==> config.mk <==
export PLATFORM = sky130hd
export DESIGN_NAME = contiguous_chunk_bitmap_allocator_core
export DESIGN_NICKNAME = d
export VERILOG_FILES = /design/src/rtl/ccba_pkg.sv /design/src/rtl/ccba_ctrl.sv /design/src/rtl/ccba_datapath.sv /design/src/rtl/contiguous_chunk_bitmap_allocator_core.sv
export SDC_FILE = /design/constraint.sdc
export NUM_CORES = 1
export LEC_CHECK = 0
export BUFFER_PORTS_ARGS = -buffer_cell sky130_fd_sc_hd__buf_4
export CAP_MARGIN = 20
export CORE_UTILIZATION = 50
export DETAILED_ROUTE_END_ITERATION = 10
export PLACE_DENSITY = 0.76
export SKIP_LAST_GASP = 1
export SYNTH_ARGS = -nofsm -noshare
export SYNTH_HDL_FRONTEND = slang
export SYNTH_SLANG_ARGS = --single-unit
export TNS_END_PERCENT = 5
==> constraint.sdc <==
create_clock -name i_clk -period 9.16 [get_ports i_clk]
set_input_delay 0.916 -clock i_clk [delete_from_list [all_inputs] [get_ports i_clk]]
set_output_delay 0.916 -clock i_clk [all_outputs]
set_load 0.02 [all_outputs]
==> src/rtl/ccba_pkg.sv <==
// ----------------------------------------------------------------------------
// ccba_pkg
// Shared constants, field widths and controller/datapath interface types for
// the contiguous chunk bitmap allocator.
// ----------------------------------------------------------------------------
package ccba_pkg;

    localparam int MAX_CHUNKS = 256;
    localparam int IDX_W      = $clog2(MAX_CHUNKS);   // chunk index
    localparam int CNT_W      = IDX_W + 1;            // chunk count, holds MAX_CHUNKS

    localparam int CB_W       = 13;                   // chunk_bytes register
    localparam int CB_MAX     = 4096;
    localparam int POOL_W     = 9;                    // chunks_in_use register
    localparam int SIZE_W     = 21;
    localparam int OFF_W      = 20;
    localparam int CHUNK_W    = 8;

    // dividend holds size + chunk_bytes - 1 without overflow
    localparam int DVD_W      = SIZE_W + 1;
    localparam int DCNT_W     = $clog2(DVD_W);

    localparam int S_TDATA_W  = ((SIZE_W + OFF_W + 7) / 8) * 8;
    localparam int M_TDATA_W  = ((OFF_W + CHUNK_W + 7) / 8) * 8;

    localparam int CFG_IDX_W  = 1;
    localparam int CFG_DATA_W = CB_W;

    localparam logic [CFG_IDX_W-1:0] CFG_CHUNK_BYTES   = 1'b0;
    localparam logic [CFG_IDX_W-1:0] CFG_CHUNKS_IN_USE = 1'b1;

    localparam logic REQ_ALLOC = 1'b0;
    localparam logic REQ_FREE  = 1'b1;

    typedef struct packed {
        logic clr_step;
        logic load;
        logic div_step;
        logic scan_init;
        logic scan_step;
        logic mark_step;
        logic free_init;
        logic free_step;
        logic res_fail;
        logic res_alloc;
        logic res_free;
        logic push;
    } t_cmd;

    typedef struct packed {
        logic clr_last;
        logic is_free;
        logic div_last;
        logic alloc_bad;
        logic free_bad;
        logic scan_end;
        logic hit;
        logic mark_last;
        logic free_last;
        logic out_free;
    } t_stat;

endpackage

==> src/rtl/ccba_ctrl.sv <==
// ----------------------------------------------------------------------------
// ccba_ctrl
// Sequencer for one request: divide, check, scan / mark or free walk, then
// hand the result to the output register.
// ----------------------------------------------------------------------------
module ccba_ctrl (
    input  logic           i_clk,
    input  logic           i_rst_n,
    input  logic           i_s_tvalid,
    output logic           o_s_tready,
    input  ccba_pkg::t_stat i_stat,
    output ccba_pkg::t_cmd  o_cmd
);
    import ccba_pkg::*;

    typedef enum logic [9:0] {
        ST_CLR     = 10'b0000000001,
        ST_IDLE    = 10'b0000000010,
        ST_DIV     = 10'b0000000100,
        ST_EVAL    = 10'b0000001000,
        ST_SCAN_RD = 10'b0000010000,
        ST_SCAN    = 10'b0000100000,
        ST_MARK    = 10'b0001000000,
        ST_FREE_RD = 10'b0010000000,
        ST_FREE    = 10'b0100000000,
        ST_DONE    = 10'b1000000000
    } t_state;

    t_state r_state;
    t_state n_state;

    always_ff @(posedge i_clk) begin
        if (!i_rst_n) begin
            r_state <= ST_CLR;
        end else begin
            r_state <= n_state;
        end
    end

    assign o_s_tready = (r_state == ST_IDLE);

    always_comb begin
        n_state = r_state;
        o_cmd   = '0;
        case (r_state)
            ST_CLR: begin
                // zero the mark memory one entry per cycle
                o_cmd.clr_step = 1'b1;
                if (i_stat.clr_last) begin
                    n_state = ST_IDLE;
                end
            end
            ST_IDLE: begin
                if (i_s_tvalid) begin
                    o_cmd.load = 1'b1;
                    n_state    = ST_DIV;
                end
            end
            ST_DIV: begin
                o_cmd.div_step = 1'b1;
                if (i_stat.div_last) begin
                    n_state = ST_EVAL;
                end
            end
            ST_EVAL: begin
                if (i_stat.is_free) begin
                    if (i_stat.free_bad) begin
                        o_cmd.res_fail = 1'b1;
                        n_state        = ST_DONE;
                    end else begin
                        o_cmd.free_init = 1'b1;
                        n_state         = ST_FREE_RD;
                    end
                end else begin
                    if (i_stat.alloc_bad) begin
                        o_cmd.res_fail = 1'b1;
                        n_state        = ST_DONE;
                    end else begin
                        o_cmd.scan_init = 1'b1;
                        n_state         = ST_SCAN_RD;
                    end
                end
            end
            ST_SCAN_RD: begin
                if (i_stat.scan_end) begin
                    o_cmd.res_fail = 1'b1;
                    n_state        = ST_DONE;
                end else begin
                    n_state = ST_SCAN;
                end
            end
            ST_SCAN: begin
                o_cmd.scan_step = 1'b1;
                if (i_stat.hit) begin
                    n_state = ST_MARK;
                end else begin
                    n_state = ST_SCAN_RD;
                end
            end
            ST_MARK: begin
                o_cmd.mark_step = 1'b1;
                if (i_stat.mark_last) begin
                    o_cmd.res_alloc = 1'b1;
                    n_state         = ST_DONE;
                end
            end
            ST_FREE_RD: begin
                n_state = ST_FREE;
            end
            ST_FREE: begin
                o_cmd.free_step = 1'b1;
                if (i_stat.free_last) begin
                    o_cmd.res_free = 1'b1;
                    n_state        = ST_DONE;
                end else begin
                    n_state = ST_FREE_RD;
                end
            end
            ST_DONE: begin
                if (i_stat.out_free) begin
                    o_cmd.push = 1'b1;
                    n_state    = ST_IDLE;
                end
            end
            default: begin
                n_state = ST_IDLE;
            end
        endcase
    end

endmodule

==> src/rtl/ccba_datapath.sv <==
// ----------------------------------------------------------------------------
// ccba_datapath
// Configuration registers, mark memory, radix-2 divider, scan and walk
// pointers, result register and output register.
// ----------------------------------------------------------------------------
module ccba_datapath (
    input  logic                                 i_clk,
    input  logic                                 i_rst_n,
    input  logic                                 i_cfg_we,
    input  logic [ccba_pkg::CFG_IDX_W-1:0]       i_cfg_idx,
    input  logic [ccba_pkg::CFG_DATA_W-1:0]      i_cfg_wdata,
    input  logic [ccba_pkg::S_TDATA_W-1:0]       i_s_tdata,
    input  logic                                 i_s_tuser,
    output logic                                 o_m_tvalid,
    input  logic                                 i_m_tready,
    output logic [ccba_pkg::M_TDATA_W-1:0]       o_m_tdata,
    output logic                                 o_m_tuser,
    input  ccba_pkg::t_cmd                       i_cmd,
    output ccba_pkg::t_stat                      o_stat
);
    import ccba_pkg::*;

    typedef struct packed {
        logic cont;
        logic occ;
    } t_mark;

    // configuration
    logic [CB_W-1:0]   r_chunk_bytes;
    logic [POOL_W-1:0] r_chunks_in_use;
    logic [CB_W-1:0]   w_cb;
    logic [CNT_W-1:0]  w_cnt;

    // marks
    t_mark             r_marks [MAX_CHUNKS];
    t_mark             r_rd;
    t_mark             w_mem_wdata;
    logic              w_mem_we;

    // request and divider
    logic              r_is_free;
    logic              r_size_zero;
    logic [DVD_W-1:0]  r_dvd;
    logic [DVD_W-1:0]  r_quo;
    logic [CB_W-1:0]   r_rem;
    logic [DCNT_W-1:0] r_div_cnt;
    logic [CB_W:0]     w_trial;
    logic [CB_W:0]     w_diff;
    logic              w_ge;
    logic [DVD_W-1:0]  w_size_ext;
    logic [DVD_W-1:0]  w_off_ext;

    // scan / mark / walk
    logic [CNT_W-1:0]  r_idx;
    logic [CNT_W-1:0]  r_run;
    logic [CNT_W-1:0]  r_need;
    logic [IDX_W-1:0]  r_first;
    logic [IDX_W-1:0]  r_last;
    logic [CNT_W-1:0]  w_run_inc;
    logic [IDX_W-1:0]  w_pos;
    logic [IDX_W+CB_W-1:0] w_mul;

    // result and output stage
    logic               r_res_ok;
    logic [OFF_W-1:0]   r_res_off;
    logic [CHUNK_W-1:0] r_res_chunk;
    logic               r_m_valid;
    logic               r_m_ok;
    logic [OFF_W-1:0]   r_m_off;
    logic [CHUNK_W-1:0] r_m_chunk;

    always_comb begin
        if (r_chunk_bytes == '0) begin
            w_cb = CB_W'(1);
        end else if (r_chunk_bytes > CB_W'(CB_MAX)) begin
            w_cb = CB_W'(CB_MAX);
        end else begin
            w_cb = r_chunk_bytes;
        end
        if (r_chunks_in_use == '0) begin
            w_cnt = CNT_W'(1);
        end else if (r_chunks_in_use > POOL_W'(MAX_CHUNKS)) begin
            w_cnt = CNT_W'(MAX_CHUNKS);
        end else begin
            w_cnt = CNT_W'(r_chunks_in_use);
        end
    end

    assign w_size_ext = DVD_W'(i_s_tdata[SIZE_W-1:0]);
    assign w_off_ext  = DVD_W'(i_s_tdata[SIZE_W+OFF_W-1:SIZE_W]);

    // one quotient bit per step
    assign w_trial = {r_rem, r_dvd[DVD_W-1]};
    assign w_ge    = (w_trial >= {1'b0, w_cb});
    assign w_diff  = w_trial - {1'b0, w_cb};

    assign w_pos     = r_idx[IDX_W-1:0];
    assign w_run_inc = r_run + CNT_W'(1);
    assign w_mul     = (IDX_W+CB_W)'(r_first) * (IDX_W+CB_W)'(w_cb);

    always_comb begin
        o_stat           = '0;
        o_stat.clr_last  = (w_pos == IDX_W'(MAX_CHUNKS - 1));
        o_stat.is_free   = r_is_free;
        o_stat.div_last  = (r_div_cnt == DCNT_W'(DVD_W - 1));
        o_stat.alloc_bad = r_size_zero || (r_quo > DVD_W'(w_cnt));
        o_stat.free_bad  = (r_quo >= DVD_W'(w_cnt));
        o_stat.scan_end  = (r_idx == w_cnt);
        o_stat.hit       = !r_rd.occ && (w_run_inc == r_need);
        o_stat.mark_last = (w_pos == r_first);
        o_stat.free_last = !r_rd.cont || (w_pos == IDX_W'(MAX_CHUNKS - 1));
        o_stat.out_free  = !r_m_valid || i_m_tready;
    end

    // one write a cycle: clearing pass, run marking or free walk
    always_comb begin
        w_mem_we    = i_cmd.clr_step || i_cmd.mark_step || i_cmd.free_step;
        w_mem_wdata = '0;
        if (i_cmd.mark_step) begin
            w_mem_wdata.occ  = 1'b1;
            w_mem_wdata.cont = (w_pos != r_last);
        end
    end

    always_ff @(posedge i_clk) begin
        if (w_mem_we) begin
            r_marks[w_pos] <= w_mem_wdata;
        end
        r_rd <= r_marks[w_pos];
    end

    // control state: configuration, output valid
    always_ff @(posedge i_clk) begin
        if (!i_rst_n) begin
            r_chunk_bytes   <= CB_W'(16);
            r_chunks_in_use <= POOL_W'(MAX_CHUNKS);
            r_m_valid       <= 1'b0;
        end else begin
            if (i_cfg_we) begin
                case (i_cfg_idx)
                    CFG_CHUNK_BYTES:   r_chunk_bytes   <= i_cfg_wdata[CB_W-1:0];
                    CFG_CHUNKS_IN_USE: r_chunks_in_use <= i_cfg_wdata[POOL_W-1:0];
                    default: ;
                endcase
            end
            if (i_cmd.push) begin
                r_m_valid <= 1'b1;
            end else if (i_m_tready) begin
                r_m_valid <= 1'b0;
            end
        end
    end

    // chunk pointer: clearing pass, scan, mark and free walk
    always_ff @(posedge i_clk) begin
        if (!i_rst_n) begin
            r_idx <= '0;
        end else begin
            if (i_cmd.scan_init) begin
                r_idx <= '0;
            end
            if (i_cmd.scan_step && !o_stat.hit) begin
                r_idx <= r_idx + CNT_W'(1);
            end
            if (i_cmd.mark_step) begin
                r_idx <= r_idx - CNT_W'(1);
            end
            if (i_cmd.free_init) begin
                r_idx <= CNT_W'(r_quo[IDX_W-1:0]);
            end
            if (i_cmd.free_step || i_cmd.clr_step) begin
                r_idx <= r_idx + CNT_W'(1);
            end
        end
    end

    // payload
    always_ff @(posedge i_clk) begin
        if (i_cmd.load) begin
            r_is_free   <= i_s_tuser;
            r_size_zero <= (i_s_tdata[SIZE_W-1:0] == '0);
            r_dvd       <= (i_s_tuser == REQ_FREE) ? w_off_ext
                                                   : w_size_ext + DVD_W'(w_cb) - DVD_W'(1);
            r_rem       <= '0;
            r_div_cnt   <= '0;
        end
        if (i_cmd.div_step) begin
            r_dvd     <= {r_dvd[DVD_W-2:0], 1'b0};
            r_quo     <= {r_quo[DVD_W-2:0], w_ge};
            r_rem     <= w_ge ? w_diff[CB_W-1:0] : w_trial[CB_W-1:0];
            r_div_cnt <= r_div_cnt + DCNT_W'(1);
        end
        if (i_cmd.scan_init) begin
            r_run  <= '0;
            r_need <= r_quo[CNT_W-1:0];
        end
        if (i_cmd.scan_step) begin
            if (o_stat.hit) begin
                // found the run: walk back from its last chunk
                r_first <= IDX_W'(r_idx + CNT_W'(1) - r_need);
                r_last  <= w_pos;
            end else begin
                r_run <= r_rd.occ ? '0 : w_run_inc;
            end
        end
        if (i_cmd.free_init) begin
            r_first <= r_quo[IDX_W-1:0];
        end
        if (i_cmd.res_fail) begin
            r_res_ok    <= 1'b0;
            r_res_off   <= '0;
            r_res_chunk <= '0;
        end
        if (i_cmd.res_alloc) begin
            r_res_ok    <= 1'b1;
            r_res_off   <= OFF_W'(w_mul);
            r_res_chunk <= CHUNK_W'(r_first);
        end
        if (i_cmd.res_free) begin
            r_res_ok    <= 1'b1;
            r_res_off   <= '0;
            r_res_chunk <= CHUNK_W'(r_first);
        end
        if (i_cmd.push) begin
            r_m_ok    <= r_res_ok;
            r_m_off   <= r_res_off;
            r_m_chunk <= r_res_chunk;
        end
    end

    assign o_m_tvalid = r_m_valid;
    assign o_m_tuser  = r_m_ok;
    assign o_m_tdata  = {(M_TDATA_W - OFF_W - CHUNK_W)'(0), r_m_chunk, r_m_off};

endmodule

==> src/rtl/contiguous_chunk_bitmap_allocator_core.sv <==
// ----------------------------------------------------------------------------
// contiguous_chunk_bitmap_allocator_core
// First-fit allocator of contiguous chunk runs over a 256-chunk bitmap.
// ----------------------------------------------------------------------------
// One request is handled at a time and each gives one result beat. After
// reset a clearing pass zeroes every entry of the mark memory while
// o_s_tready stays low. Every request first runs a radix-2 divide (byte size
// to chunks, or byte offset to chunk index) and then a check state. An
// allocate then scans the marks from chunk 0, reading and then testing each
// chunk, until a fitting run ends, and marks the run one chunk per cycle. An
// allocate that finds no run is refused when the scan reaches the end of the
// pool. A free walks the continue marks, reading and then clearing each
// chunk. Requests refused at the check go straight to the result. A result
// that finds the previous beat still waiting on i_m_tready waits with it.
// o_s_tready rises as the previous result enters the output register, even
// while that beat still waits.
module contiguous_chunk_bitmap_allocator_core (
    input  logic                                 i_clk,
    input  logic                                 i_rst_n,
    // configuration writes: index 0 chunk_bytes, 1 chunks_in_use
    input  logic                                 i_cfg_we,
    input  logic [ccba_pkg::CFG_IDX_W-1:0]       i_cfg_idx,
    input  logic [ccba_pkg::CFG_DATA_W-1:0]      i_cfg_wdata,
    // request side
    input  logic                                 i_s_tvalid,
    output logic                                 o_s_tready,
    input  logic [ccba_pkg::S_TDATA_W-1:0]       i_s_tdata,  // size_bytes, offset_bytes
    input  logic                                 i_s_tuser,  // req_type
    // result side
    output logic                                 o_m_tvalid,
    input  logic                                 i_m_tready,
    output logic [ccba_pkg::M_TDATA_W-1:0]       o_m_tdata,  // region_offset, start_chunk
    output logic                                 o_m_tuser   // ok
);
    import ccba_pkg::*;

    t_cmd  w_cmd;
    t_stat w_stat;

    ccba_ctrl u_ctrl (
        .i_clk      (i_clk),
        .i_rst_n    (i_rst_n),
        .i_s_tvalid (i_s_tvalid),
        .o_s_tready (o_s_tready),
        .i_stat     (w_stat),
        .o_cmd      (w_cmd)
    );

    ccba_datapath u_dp (
        .i_clk       (i_clk),
        .i_rst_n     (i_rst_n),
        .i_cfg_we    (i_cfg_we),
        .i_cfg_idx   (i_cfg_idx),
        .i_cfg_wdata (i_cfg_wdata),
        .i_s_tdata   (i_s_tdata),
        .i_s_tuser   (i_s_tuser),
        .o_m_tvalid  (o_m_tvalid),
        .i_m_tready  (i_m_tready),
        .o_m_tdata   (o_m_tdata),
        .o_m_tuser   (o_m_tuser),
        .i_cmd       (w_cmd),
        .o_stat      (w_stat)
    );

endmodule

==> flow_summary.ini <==
[critical_path]
cp_common_cell = fa_1
crit_required_ns = 9.66
crit_fanout = 10
cp_slowest_stage_delay_ns = 0.69
path_cells = nor4_1 -> a31oi_1 -> nor2_1 -> nand2_1 -> fa_1 -> fa_1 -> inv_1 -> fa_1 -> inv_1 -> fa_1 -> inv_1 -> ha_1 -> o21ai_0 -> nor2_1 -> o211ai_1 -> a31o_2 -> a21oi_1 -> a21oi_1 -> xnor2_1 -> a22o_1
end_kind = flip-flop
startpoint_type = flip-flop
slowest_stage = nor2_1
cp.arrival_ns = 6.06
worstSetupPathType = reg2reg

[yosys]
async_flop_share_pct = 0
synth_top_area_share_pct = 54.2
synth-seq-cells = 712
yosysMostFrequentCell = edfxtp_1
synth_cells = 2569
synth_common_cells = edfxtp_1, nor2_1, inv_1
yosys.area.top_type = edfxtp_1
synth_edf_count = 637
synth_cell_types = 86
synth_area_leaders = edfxtp_1, mux4_2, dfxtp_1
ys_warn_count = 0
yosys_most_used_dff = edfxtp_1
synth_area_sq_mm = 0.0353
syn_area_per_cell_sq_um = 13.7
yosysSeqAreaShare_pct = 58.5

[global_route]
grt_pass1_wl_mm = 125
grt_usage_pct = 22.9
overflow = 0
antenna_found_initial = 0
grt_max_degree = 163
grt_pass1_vias = 21900

[sta]
max_freq_mhz = 180
slew_viol_final = 0
whs_ns = 0.413
rsz0062_at_grt = false
max-slew-margin-rel_pct = 24.9
setup-violations-final = 0
post-route-period-util_pct = 60.7
fin_skew_ns = 0.0375
final.setup.tns_ns = 0
finalHoldViolations = 0
worstMarginPinSlew_ns = 1.12
final.min_clock_period_ns = 5.56

[clock_tree]
cts_hold_buffers = 0
cts_tree = yes
clock-sinks = 712
clock_latency_ns = 0.64
root_buffer = clkbuf_16
postCtsResizedCells = 0
h-tree-depth = 3
clk_pin_slew_ns = 0.06
cts_max_path_buffers = 3
post_cts_buffers = 0
cts_made_buffers = 72

[cells_and_area]
final_layout_size_suffix_gt1_share_pct = 15.9
syn2layout_area_growth_pct = 11.0
layout.nets = 2879
diodes = 0
num-fill-cells = 5437

[die]
die-height_um = 268
die_w_um = 268
rows = 97
core_sq_mm = 0.0699
ios = 103
initial_utilization_pct = 50.5
die_area_sq_mm = 0.0716

[worst_hold_path]
hold_path.class = reg2reg

[drt]
drt_iter0_drc = 2182
route.detailed.drc = 0
wl_per_cell_um = 22.2
ant_nets = 0
wl_mm = 80.6
vias = 21600
viasPerCell = 5.95
firstDrtPassIters = 8

[placement]
routabilityCongestion = 0.871
io_buffers = 91
dpl.hpwl_mm = 49.5

[power_and_ir_drop]
ir_worst_vdd_v = 0.000167
leakagePower_nw = 12.9
p_per_area_mw_per_mm2 = 191

[run]
drv_cap = 0

[run_status]
status = finished clean
[sequential cells by signal (all words and copies together), names as in the netlist, 2 cells and up]
signal / cells
u_ctrl.r_state: 10
u_dp.r_div_cnt: 5
u_dp.r_rd: 2
u_dp.r_idx: 9
u_dp.r_need: 9
u_dp.r_rem: 13
u_dp.r_res_off: 20
u_dp.r_last: 8
u_dp.r_m_off: 20
u_dp.r_run: 9
u_dp.r_chunks_in_use: 9
u_dp.r_marks: 512
u_dp.r_dvd: 22
u_dp.r_first: 8
u_dp.r_res_chunk: 8
u_dp.r_chunk_bytes: 13
u_dp.r_quo: 22
u_dp.r_m_chunk: 8
[through the flow]
| step | utilization [%] | setup WS [ns] | cells | cell area, sq um | power, W |
|---|---|---|---|---|---|
| global placement | 52.5 | 3.77 | 3496 | 36700 | 0.00450 |
| floorplan | - | 2.72 | 2572 | 35300 | 0.00428 |
| CTS | 56.0 | 3.59 | 3629 | 39100 | 0.00754 |
| detailed placement | 52.5 | 3.64 | 3496 | 36700 | 0.00452 |
| global route | 56.0 | 3.25 | 3630 | 39200 | 0.00773 |
| finish | 56.0 | 3.60 | 3630 | 39200 | 0.00749 |
[power by group]
group | total [W] | internal [W] | switching, W
Clock | 0.00304 | 0.00173 | 0.00131
Combinational | 0.000880 | 0.000380 | 0.000500
Sequential | 0.00357 | 0.00351 | 0.0000609
Total | 0.00749 | 0.00562 | 0.00187
[routing by layer]
layer | wire length, um | global-route usage [%]
met5 | 0 | 0
met4 | 2580 | 8.37
met3 | 5680 | 3.37
met2 | 41200 | 39.3
met1 | 31200 | 29.6
[area by class of cell]
| class | count | area [sq um] | share of cell area, % |
|---|---|---|---|
| sequential | 712 | 20600 | 52.7 |
| multi-input combinational | 1553 | 13300 | 34.0 |
| clock buffer | 80 | 1830 | 4.68 |
| tap | 940 | 1180 | 3.00 |
| timing repair buffer | 117 | 911 | 2.33 |
| inverter | 175 | 662 | 1.69 |
| clock inverter | 53 | 626 | 1.60 |
[worst paths after layout]
kind	startpoint	endpoint	slack, ns	cells past startpoint
setup / recovery	u_dp.r_chunk_bytes[1]	u_dp.r_res_off[19]	3.60	20
hold / removal	u_dp.r_res_chunk[6]	u_dp.r_m_chunk[6]	0.41	0
setup reg to reg	u_dp.r_chunk_bytes[1]	u_dp.r_res_off[19]	3.60	20
hold reg to reg	u_dp.r_res_chunk[6]	u_dp.r_m_chunk[6]	0.41	0
[logic make-up (layout without fill, tap and decap cells)]
group | after synthesis | count (layout) | synth area share (%)
DFF | 712 | 712 | 58.5
muxes | 180 | 180 | 10.8
adders and majority gates | 180 | 180 | 7.83
buffers and inverters | 307 | 425 | 3.83
xor gates and xnor gates | 97 | 97 | 2.45
and+or+nand+nor | 787 | 787 | 10.9
other | 1 | 4 | 0.0106
AOI/OAI and AO/OA | 305 | 305 | 5.69
[layout by cell type (no fill, tap or decap), types with 27 or more instances in the layout]
cell | synthesis | layout
xnor2_1 | 59 | 59
buf_4 | 13 | 115
nor2_1 | 354 | 354
o21ai_0 | 67 | 67
nand3_1 | 33 | 33
clkbuf_16 | 0 | 72
inv_1 | 170 | 170
edfxtp_1 | 637 | 637
and2_1 | 98 | 98
ha_1 | 112 | 112
a21oi_1 | 76 | 75
a22o_1 | 27 | 27
dfxtp_1 | 75 | 71
xor2_1 | 37 | 37
mux4_2 | 160 | 160
fa_1 | 68 | 68
nand2_1 | 149 | 149
[critical path: cells and delay by family (launching register included)]
family	cells	cell delay, ns
AND/OR/NAND/NOR	4	1.45
AO/OA/AOI/OAI	7	1.14
XOR/XNOR	1	0.14
flip-flops	1	0.31
adder cells (fa/ha/maj)	5	2.27
buffers and inverters	3	0.15
No activity file was read; power rests on OpenSTA's default activity.
